File: src/rtl/lpli_pkg.sv
// Package for the piecewise linear interpolator: table sizes, codes and types.
// Used by lpli_div and lut_piecewise_linear_interpolator; depends on nothing.
package lpli_pkg;

  localparam int MAX_POINTS = 64;
  localparam int ADDR_W     = $clog2(MAX_POINTS);
  localparam int CNT_W      = $clog2(MAX_POINTS + 1);

  localparam int FLOW_W     = 16;
  localparam int DUTY_W     = 16;
  localparam int ENTRY_W    = FLOW_W + DUTY_W;
  localparam int INDEX_W    = 6;
  localparam int COUNT_W    = 7;

  localparam int PROD_W     = FLOW_W + DUTY_W;
  localparam int DIV_STEPS  = PROD_W;
  localparam int DIV_CNT_W  = $clog2(DIV_STEPS);

  localparam int CFG_IDX_W  = 2;
  localparam int CFG_DATA_W = 16;

  localparam logic KIND_WRITE = 1'b0;
  localparam logic KIND_QUERY = 1'b1;

  localparam logic [CFG_IDX_W-1:0] CFG_POINT_COUNT  = 2'd0;
  localparam logic [CFG_IDX_W-1:0] CFG_DUTY_FLOOR   = 2'd1;
  localparam logic [CFG_IDX_W-1:0] CFG_DUTY_CEILING = 2'd2;

  localparam logic [DUTY_W-1:0] DUTY_CEILING_RST = 16'hFFFF;

  typedef enum logic [2:0] {
    OUT_WRITTEN = 3'd0,
    OUT_EMPTY   = 3'd1,
    OUT_BELOW   = 3'd2,
    OUT_ABOVE   = 3'd3,
    OUT_INTERP  = 3'd4,
    OUT_NOSEG   = 3'd5
  } outcome_t;

  typedef enum logic [2:0] {
    ST_IDLE,
    ST_CHK_FIRST,
    ST_CHK_LAST,
    ST_SCAN,
    ST_MUL,
    ST_DIV_GO,
    ST_DIV_WAIT,
    ST_DONE
  } state_t;

  typedef struct packed {
    logic                done;
    logic                rem_nz;
    logic [DUTY_W-1:0]   quot;
  } div_res_t;

endpackage

File: src/rtl/lpli_ram.sv
// Generic single-port-write, single-port-read RAM with a registered read.
// Stand-alone; no package needed.
module lpli_ram #(
  parameter int WIDTH = 32,
  parameter int DEPTH = 64
) (
  input  logic                     clk,
  input  logic                     we,
  input  logic [$clog2(DEPTH)-1:0] waddr,
  input  logic [WIDTH-1:0]         wdata,
  input  logic [$clog2(DEPTH)-1:0] raddr,
  output logic [WIDTH-1:0]         rdata
);

  logic [WIDTH-1:0] mem [DEPTH];

  always_ff @(posedge clk) begin
    if (we) begin
      mem[waddr] <= wdata;
    end
    rdata <= mem[raddr];
  end

endmodule

File: src/rtl/lpli_div.sv
// Restoring unsigned divider, one quotient bit per cycle, for the interpolation step.
// Depends on lpli_pkg for widths and the result struct.
module lpli_div
  import lpli_pkg::*;
(
  input  logic              clk,
  input  logic              rst_n,
  input  logic              start,
  input  logic [PROD_W-1:0] dividend,
  input  logic [FLOW_W-1:0] divisor,
  output div_res_t          res
);

  logic [PROD_W-1:0]    dvd_r;
  logic [FLOW_W-1:0]    rem_r;
  logic [FLOW_W-1:0]    dsr_r;
  logic [DIV_CNT_W-1:0] cnt_r;
  logic                 busy_r;
  logic                 done_r;
  logic [FLOW_W:0]      shifted;
  logic [FLOW_W:0]      diff;
  logic                 ge;

  assign shifted = {rem_r, dvd_r[PROD_W-1]};
  assign diff    = shifted - {1'b0, dsr_r};
  assign ge      = shifted >= {1'b0, dsr_r};

  always_ff @(posedge clk) begin
    if (!rst_n) begin
      busy_r <= 1'b0;
      done_r <= 1'b0;
      cnt_r  <= '0;
    end else begin
      done_r <= 1'b0;
      if (start) begin
        busy_r <= 1'b1;
        cnt_r  <= '0;
      end else if (busy_r) begin
        cnt_r <= cnt_r + DIV_CNT_W'(1);
        if (cnt_r == DIV_CNT_W'(DIV_STEPS - 1)) begin
          busy_r <= 1'b0;
          done_r <= 1'b1;
        end
      end
    end
  end

  always_ff @(posedge clk) begin
    if (start) begin
      dvd_r <= dividend;
      rem_r <= '0;
      dsr_r <= divisor;
    end else if (busy_r) begin
      dvd_r <= {dvd_r[PROD_W-2:0], ge};
      rem_r <= ge ? diff[FLOW_W-1:0] : shifted[FLOW_W-1:0];
    end
  end

  assign res.done   = done_r;
  assign res.rem_nz = |rem_r;
  assign res.quot   = dvd_r[DUTY_W-1:0];

endmodule

File: src/rtl/lut_piecewise_linear_interpolator.sv
// Top level of the flow-to-duty piecewise linear lookup table.
// Depends on lpli_pkg, lpli_ram and lpli_div.
//
//   Channel  Direction  Handshake              Payload
//   in_      input      in_valid / in_stall    kind, point_index, point_duty,
//                                              point_flow, query_flow
//   out_     output     out_valid / out_stall  duty_out, outcome
//   cfg_     input      cfg_valid / cfg_ready  cfg_index, cfg_data
//
// A write item goes straight to the done state. A query that clamps checks the
// first and then the last table point; one that interpolates over n points does
// one table read per segment, then a multiply and a bit-serial divide.
// Synchronous active-low reset clears control and the configuration registers.
// One item is in work at a time; the next transfer is taken while a finished
// result still waits in the output register under out_stall.
module lut_piecewise_linear_interpolator
  import lpli_pkg::*;
(
  input  logic                  clk,
  input  logic                  rst_n,
  input  logic                  in_valid,
  output logic                  in_stall,
  input  logic                  in_kind,
  input  logic [INDEX_W-1:0]    in_point_index,
  input  logic [DUTY_W-1:0]     in_point_duty,
  input  logic [FLOW_W-1:0]     in_point_flow,
  input  logic [FLOW_W-1:0]     in_query_flow,
  output logic                  out_valid,
  input  logic                  out_stall,
  output logic [DUTY_W-1:0]     out_duty_out,
  output logic [2:0]            out_outcome,
  input  logic                  cfg_valid,
  output logic                  cfg_ready,
  input  logic [CFG_IDX_W-1:0]  cfg_index,
  input  logic [CFG_DATA_W-1:0] cfg_data
);

  state_t state_r, state_nxt;

  logic [COUNT_W-1:0] point_count_r;
  logic [DUTY_W-1:0]  duty_floor_r;
  logic [DUTY_W-1:0]  duty_ceiling_r;

  logic [FLOW_W-1:0]  q_r;
  logic [CNT_W-1:0]   n_r;
  logic [CNT_W-1:0]   idx_r;
  logic [FLOW_W-1:0]  pf_r;
  logic [DUTY_W-1:0]  pd_r;
  logic [FLOW_W-1:0]  a_r;
  logic [DUTY_W-1:0]  b_r;
  logic [FLOW_W-1:0]  den_r;
  logic               neg_r;
  logic [PROD_W-1:0]  prod_r;
  logic [DUTY_W-1:0]  res_duty_r;
  outcome_t           res_outcome_r;

  logic               out_valid_r;
  logic [DUTY_W-1:0]  out_duty_r;
  outcome_t           out_outcome_r;

  logic               in_xfer;
  logic               wr_en;
  logic [ADDR_W-1:0]  wr_addr;
  logic [ADDR_W-1:0]  rd_addr;
  logic [CNT_W-1:0]   rd_cnt;
  logic [ENTRY_W-1:0] rd_data;
  logic [FLOW_W-1:0]  rd_flow;
  logic [DUTY_W-1:0]  rd_duty;
  logic [CNT_W-1:0]   n_sat;
  logic [CNT_W-1:0]   idx_inc;
  logic               hit;
  logic               more;
  logic               out_free;
  logic               ld_out;
  logic               div_start;
  div_res_t           div_res;

  assign in_xfer   = in_valid && !in_stall;
  assign cfg_ready = 1'b1;
  assign rd_flow   = rd_data[FLOW_W-1:0];
  assign rd_duty   = rd_data[ENTRY_W-1:FLOW_W];
  assign n_sat     = (32'(point_count_r) > 32'(MAX_POINTS)) ? CNT_W'(MAX_POINTS)
                                                             : CNT_W'(point_count_r);
  assign idx_inc   = idx_r + CNT_W'(1);
  assign hit       = (q_r >= pf_r) && (q_r <= rd_flow);
  assign more      = idx_inc < n_r;
  assign out_free  = !out_valid_r || !out_stall;
  assign wr_en     = in_xfer && (in_kind == KIND_WRITE)
                     && (32'(in_point_index) < 32'(MAX_POINTS));
  assign wr_addr   = ADDR_W'(in_point_index);

  lpli_ram #(
    .WIDTH(ENTRY_W),
    .DEPTH(MAX_POINTS)
  ) u_table (
    .clk   (clk),
    .we    (wr_en),
    .waddr (wr_addr),
    .wdata ({in_point_duty, in_point_flow}),
    .raddr (rd_addr),
    .rdata (rd_data)
  );

  lpli_div u_div (
    .clk      (clk),
    .rst_n    (rst_n),
    .start    (div_start),
    .dividend (prod_r),
    .divisor  (den_r),
    .res      (div_res)
  );

  always_ff @(posedge clk) begin
    if (!rst_n) begin
      point_count_r  <= '0;
      duty_floor_r   <= '0;
      duty_ceiling_r <= DUTY_CEILING_RST;
    end else if (cfg_valid && cfg_ready) begin
      unique case (cfg_index)
        CFG_POINT_COUNT:  point_count_r  <= cfg_data[COUNT_W-1:0];
        CFG_DUTY_FLOOR:   duty_floor_r   <= cfg_data[DUTY_W-1:0];
        CFG_DUTY_CEILING: duty_ceiling_r <= cfg_data[DUTY_W-1:0];
        default: ;
      endcase
    end
  end

  always_comb begin
    state_nxt = state_r;
    unique case (state_r)
      ST_IDLE: begin
        if (in_xfer) begin
          if (in_kind == KIND_WRITE || n_sat == '0) begin
            state_nxt = ST_DONE;
          end else begin
            state_nxt = ST_CHK_FIRST;
          end
        end
      end
      ST_CHK_FIRST: state_nxt = (q_r <= rd_flow) ? ST_DONE : ST_CHK_LAST;
      ST_CHK_LAST:  state_nxt = (q_r >= rd_flow) ? ST_DONE : ST_SCAN;
      ST_SCAN: begin
        if (hit) begin
          state_nxt = (rd_flow == pf_r) ? ST_DONE : ST_MUL;
        end else if (!more) begin
          state_nxt = ST_DONE;
        end
      end
      ST_MUL:      state_nxt = ST_DIV_GO;
      ST_DIV_GO:   state_nxt = ST_DIV_WAIT;
      ST_DIV_WAIT: state_nxt = div_res.done ? ST_DONE : ST_DIV_WAIT;
      ST_DONE:     state_nxt = out_free ? ST_IDLE : ST_DONE;
      default:     state_nxt = ST_IDLE;
    endcase
  end

  always_comb begin
    in_stall  = 1'b1;
    div_start = 1'b0;
    ld_out    = 1'b0;
    rd_cnt    = '0;
    unique case (state_r)
      ST_IDLE:      in_stall  = 1'b0;
      ST_CHK_FIRST: rd_cnt    = n_r - CNT_W'(1);
      ST_CHK_LAST:  rd_cnt    = CNT_W'(1);
      ST_SCAN:      rd_cnt    = idx_inc;
      ST_DIV_GO:    div_start = 1'b1;
      ST_DONE:      ld_out    = out_free;
      default: ;
    endcase
  end

  assign rd_addr = rd_cnt[ADDR_W-1:0];

  always_ff @(posedge clk) begin
    if (!rst_n) begin
      state_r <= ST_IDLE;
    end else begin
      state_r <= state_nxt;
    end
  end

  always_ff @(posedge clk) begin
    unique case (state_r)
      ST_IDLE: begin
        if (in_xfer) begin
          q_r <= in_query_flow;
          n_r <= n_sat;
          if (in_kind == KIND_WRITE) begin
            res_duty_r    <= '0;
            res_outcome_r <= OUT_WRITTEN;
          end else begin
            res_duty_r    <= duty_floor_r;
            res_outcome_r <= OUT_EMPTY;
          end
        end
      end
      ST_CHK_FIRST: begin
        pf_r          <= rd_flow;
        pd_r          <= rd_duty;
        res_duty_r    <= rd_duty;
        res_outcome_r <= OUT_BELOW;
      end
      ST_CHK_LAST: begin
        idx_r         <= CNT_W'(1);
        res_duty_r    <= rd_duty;
        res_outcome_r <= OUT_ABOVE;
      end
      ST_SCAN: begin
        if (hit) begin
          res_duty_r    <= pd_r;
          res_outcome_r <= OUT_INTERP;
          a_r           <= q_r - pf_r;
          den_r         <= rd_flow - pf_r;
          neg_r         <= rd_duty < pd_r;
          b_r           <= (rd_duty < pd_r) ? (pd_r - rd_duty) : (rd_duty - pd_r);
        end else if (more) begin
          pf_r  <= rd_flow;
          pd_r  <= rd_duty;
          idx_r <= idx_inc;
        end else begin
          res_duty_r    <= duty_ceiling_r;
          res_outcome_r <= OUT_NOSEG;
        end
      end
      ST_MUL: prod_r <= PROD_W'(a_r) * PROD_W'(b_r);
      ST_DIV_WAIT: begin
        if (div_res.done) begin
          if (neg_r) begin
            res_duty_r <= pd_r - div_res.quot - DUTY_W'(div_res.rem_nz);
          end else begin
            res_duty_r <= pd_r + div_res.quot;
          end
        end
      end
      default: ;
    endcase
  end

  always_ff @(posedge clk) begin
    if (!rst_n) begin
      out_valid_r <= 1'b0;
    end else if (ld_out) begin
      out_valid_r <= 1'b1;
    end else if (!out_stall) begin
      out_valid_r <= 1'b0;
    end
  end

  always_ff @(posedge clk) begin
    if (ld_out) begin
      out_duty_r    <= res_duty_r;
      out_outcome_r <= res_outcome_r;
    end
  end

  assign out_valid    = out_valid_r;
  assign out_duty_out = out_duty_r;
  assign out_outcome  = out_outcome_r;

endmodule
File: config.mk
export PLATFORM = sky130hd
export DESIGN_NAME = lut_piecewise_linear_interpolator
export DESIGN_NICKNAME = d
export VERILOG_FILES = /design/src/rtl/lpli_pkg.sv /design/src/rtl/lpli_ram.sv /design/src/rtl/lpli_div.sv /design/src/rtl/lut_piecewise_linear_interpolator.sv
export SDC_FILE = /design/constraint.sdc
export NUM_CORES = 2
export LEC_CHECK = 0
export ABC_AREA = 0
export BUFFER_PORTS_ARGS = -buffer_cell sky130_fd_sc_hd__buf_2
export CORE_ASPECT_RATIO = 1.75
export CORE_UTILIZATION = 45
export CTS_BUF_LIST = sky130_fd_sc_hd__clkbuf_8 sky130_fd_sc_hd__clkbuf_16
export DETAILED_ROUTE_END_ITERATION = 10
export GPL_ROUTABILITY_DRIVEN = 1
export PLACE_DENSITY = 0.64
export SLEW_MARGIN = 20
export SYNTH_ARGS = -nofsm -noshare
export SYNTH_HDL_FRONTEND = slang
export SYNTH_SLANG_ARGS = --single-unit
File: constraint.sdc
create_clock -name clk -period 19.37 [get_ports clk]
set_input_delay 0.9685 -clock clk [delete_from_list [all_inputs] [get_ports clk]]
set_output_delay 0.9685 -clock clk [all_outputs]
set_load 0.005 [all_outputs]
==> flow_summary_export.csv <==
group,metric,value,unit
global_route,grt_remaining_overflow,0,
global_route,antenna_found_initial,28,
global_route,grt_util_all_layers,25.4,%
power_and_ir_drop,p_leak,39.1,nW
worst_setup_path,cpMostUsedCell,"fa_1",
synthesis,ys_types,85,
place,place_inst,9938,
worst_setup_path,r2r_setup_slack,12.27,ns
cts,cts_root_buf,"clkbuf_16",
global_route,grt_pass1_vias,63100,
worst_hold_path,hold_depth,1,
cells_and_area,area_growth,11.0,%
timing,worst_pin_slew,1.22,ns
floorplanning,ioPinCount,100,
cells_and_area,regArea,0.0703,mm^2
place,gp_congestion,0.910,
timing,post-route-period-util,36.7,%
cts,cts_buffer_depth,4,
power_and_ir_drop,vdd_ir_drop_max,205,uV
cts,cts_tree,"done",
place,dp_hpwl,187,mm
power_and_ir_drop,power_density,159,mW/mm^2
synthesis,synth_top_area_share,65.7,%
cts,worstSkewPairLatency,0.88,ns
detailed_routing,wire_per_inst,28.9,um
synthesis,yosysTopAreaCell,"edfxtp_1",
detailed_routing,wl_met2,156,mm
synthesis,syn-num-nets,7571,
timing,skew,0.0520,ns
worst_setup_path,slowest_delay,0.68,ns
detailed_routing,firstDrtPassIters,6,
cts,cts_sinks,2375,
run,maxCapViolations,0,
worst_setup_path,cp-end-kind,"flop",
power_and_ir_drop,power,0.0184,W
synthesis,synth_area_leaders,"edfxtp_1, mux4_2, fa_1",
timing,fmax,0.141,GHz
detailed_routing,met3_wirelength,19.0,mm
worst_setup_path,cp_data_arrival_time,7.73,ns
worst_setup_path,crit_type,"reg2reg",
floorplanning,design.core.area,0.230,mm^2
synthesis,synth_area_per_cell,14.8,um^2
worst_setup_path,r2r-start,"a_r[5]",
detailed_routing,vias_per_cell,6.05,
worst_hold_path,hp-class,"in2reg",
worst_setup_path,critical_path_required,20.00,ns
synthesis,synth_edf_count,2277,
cells_and_area,layout.cells.non_filler,10300,
timing,min_period,7.10,ns
detailed_routing,vias,62500,
timing,relSlewSlack,17.5,%
worst_setup_path,worst_setup_path_start_kind,"flop",
floorplanning,dieArea,0.233,mm^2
worst_setup_path,worst-path-buf-inv,4,
synthesis,syn_inst,7040,
synthesis,yosys_warnings,0,
timing,finalHoldViolCount,0,
floorplanning,die_h,638,um
timing,rsz0062_at_grt,"false",
cts,htree_levels,4,
worst_setup_path,crit_family,"adder cells",
detailed_routing,antenna_left,0,
timing,whs,0.270,ns
cts,clk_pin_slew,0.06,ns
cells_and_area,final_util,50.2,%
cells_and_area,multi_input_area,0.0310,mm^2
worst_setup_path,cp_max_fo,16,
global_route,grt_start_max_net_pins,159,
cells_and_area,layout-drive-gt1-share,12.8,%
detailed_routing,initialDrtViolationCount,6225,
synthesis,synth_commonest_cells,"edfxtp_1, nand2_1, a21oi_1, inv_1, o221ai_1",
worst_hold_path,min_from,"in_query_flow[0]",
place,io_buffers,98,
cells_and_area,fill_cells,19000,
detailed_routing,routed_wl,299,mm
worst_setup_path,worstPathCellList,"and2_1 > fa_1 > inv_1 > fa_1 > inv_1 > fa_1 > fa_1 > fa_1 > inv_1 > fa_1 > inv_1 > ha_1 > a211o_1 > nor3_1 > o211ai_1 > a32oi_1 > o21ai_0 > a211oi_1 > o21bai_1 > a21oi_1 > xnor2_1",
timing,drv_slew,0,
global_route,grt_pass1_wl,431,mm
worst_setup_path,rr_worst_depth,21,
cts,postCtsHoldBufs,0,
synthesis,yosysMostFrequentCell,"edfxtp_1",
worst_hold_path,min_to,"q_r[0]",
floorplanning,fp-row-count,233,
cells_and_area,nets,7626,
cts,cts_setup_buffers,0,
synthesis,synth_top_flop_cell,"edfxtp_1",
synthesis,yosysSeqAreaShare,67.6,%
timing,finalSetupViolCount,0,
worst_setup_path,r2r-end,"prod_r[30]",
detailed_routing,drt-met1-wl,104,mm
synthesis,ys_ff_latch,2375,
synthesis,async_reset_ff_share,0,%
run_status,outcome,"complete, no violations",
cts,cts-buffers-inserted,210,
worst_setup_path,crit_slowest_cell,"edfxtp_1",
cts,cts_resized,0,
detailed_routing,drc,0,
floorplanning,initial_core_util,45.2,%
floorplanning,die_x,365,um
detailed_routing,top_layer,"met5",
timing,tns,0,ns
synthesis,synth_area,0.104,mm^2
-- stage by stage --
| stage | area (um^2) | worst slack, ns |
|---|---|---|
| floorplan | 104000 | 12.24 |
| CTS | 115000 | 12.23 |
| global placement | 109000 | 12.25 |
| detailed placement | 109000 | 12.25 |
| global route | 115000 | 11.90 |
| finish | 115000 | 12.27 |
-- per-layer routing --
metal | global-route usage, % | vias up
met5 | 0 | -
met4 | 14.9 | 20
met3 | 3.28 | 608
met2 | 45.3 | 2540
met1 | 28.9 | 32200
li1 | - | 27100
-- how the worst max path moves through the flow --
stage / startpoint / endpoint / slack, ns / cells past startpoint
finish: a_r[5] / prod_r[30] / 12.27 / 21
global route: a_r[4] / prod_r[30] / 11.90 / 21
CTS: a_r[5] / prod_r[30] / 12.23 / 21
detailed placement: a_r[5] / prod_r[30] / 12.25 / 21
global placement: a_r[5] / prod_r[30] / 12.25 / 21
floorplan: pf_r[0] / a_r[0] / 12.24 / 8
-- kinds of logic after synthesis --
group | after synthesis | synth area share [%]
flip-flops | 2375 | 67.6
AND/OR/NAND/NOR | 1402 | 6.30
other | 1 | 0.00360
multiplexers | 249 | 4.76
AO/OA/AOI/OAI | 1614 | 10.3
buffers and inverters | 829 | 3.18
XOR/XNOR | 117 | 0.985
adder cells (fa/ha/maj) | 453 | 6.91
-- final cells by class --
cell class / instances / share of cell area [%]
sequential: 2375 / 60.9
multi-input combinational: 3836 / 26.9
clock buffer: 220 / 4.69
tap: 3055 / 3.31
timing repair buffer: 270 / 1.65
inverter: 402 / 1.31
clock inverter: 154 / 1.21
antenna: 14 / 0.0303
-- flip-flops by register name, indices dropped and copies added, names as in the netlist, 7 cells and up --
signal	cells
u_table.mem	2048
prod_r	32
u_div.dvd_r	32
u_table.rdata	32
a_r	16
b_r	16
den_r	16
duty_ceiling_r	16
duty_floor_r	16
out_duty_out	16
pd_r	16
pf_r	16
q_r	16
res_duty_r	16
u_div.dsr_r	16
u_div.rem_r	16
idx_r	7
n_r	7
point_count_r	7
-- cell usage in the layout (no fill, tap or decap), types with 170 or more instances in the layout --
master / n
mux4_2: 194
nand2_1: 621
o221ai_1: 357
inv_1: 429
o21ai_0: 196
o22ai_1: 222
ha_1: 251
nor2_1: 170
edfxtp_1: 2277
clkbuf_16: 212
a21oi_1: 442
fa_1: 202
-- worst register-to-register path, stage by stage, from the launching register on --
cell and delay (ns):
edfxtp_1 0.68, and2_1 0.32, fa_1 0.53, inv_1 0.06
fa_1 0.54, inv_1 0.07, fa_1 0.53, fa_1 0.45
fa_1 0.53, inv_1 0.07, fa_1 0.48, inv_1 0.04
ha_1 0.34, a211o_1 0.31, nor3_1 0.14, o211ai_1 0.19
a32oi_1 0.46, o21ai_0 0.32, a211oi_1 0.39, o21bai_1 0.12
a21oi_1 0.18, xnor2_1 0.08
-- where the power goes --
part	switching [W]	internal (W)	total [W]
clock network	0.00189	0.00232	0.00421
registers	0.000214	0.00608	0.00629
logic	0.00509	0.00279	0.00788
total	0.00719	0.0112	0.0184
Power figures use the tool's default switching activity.
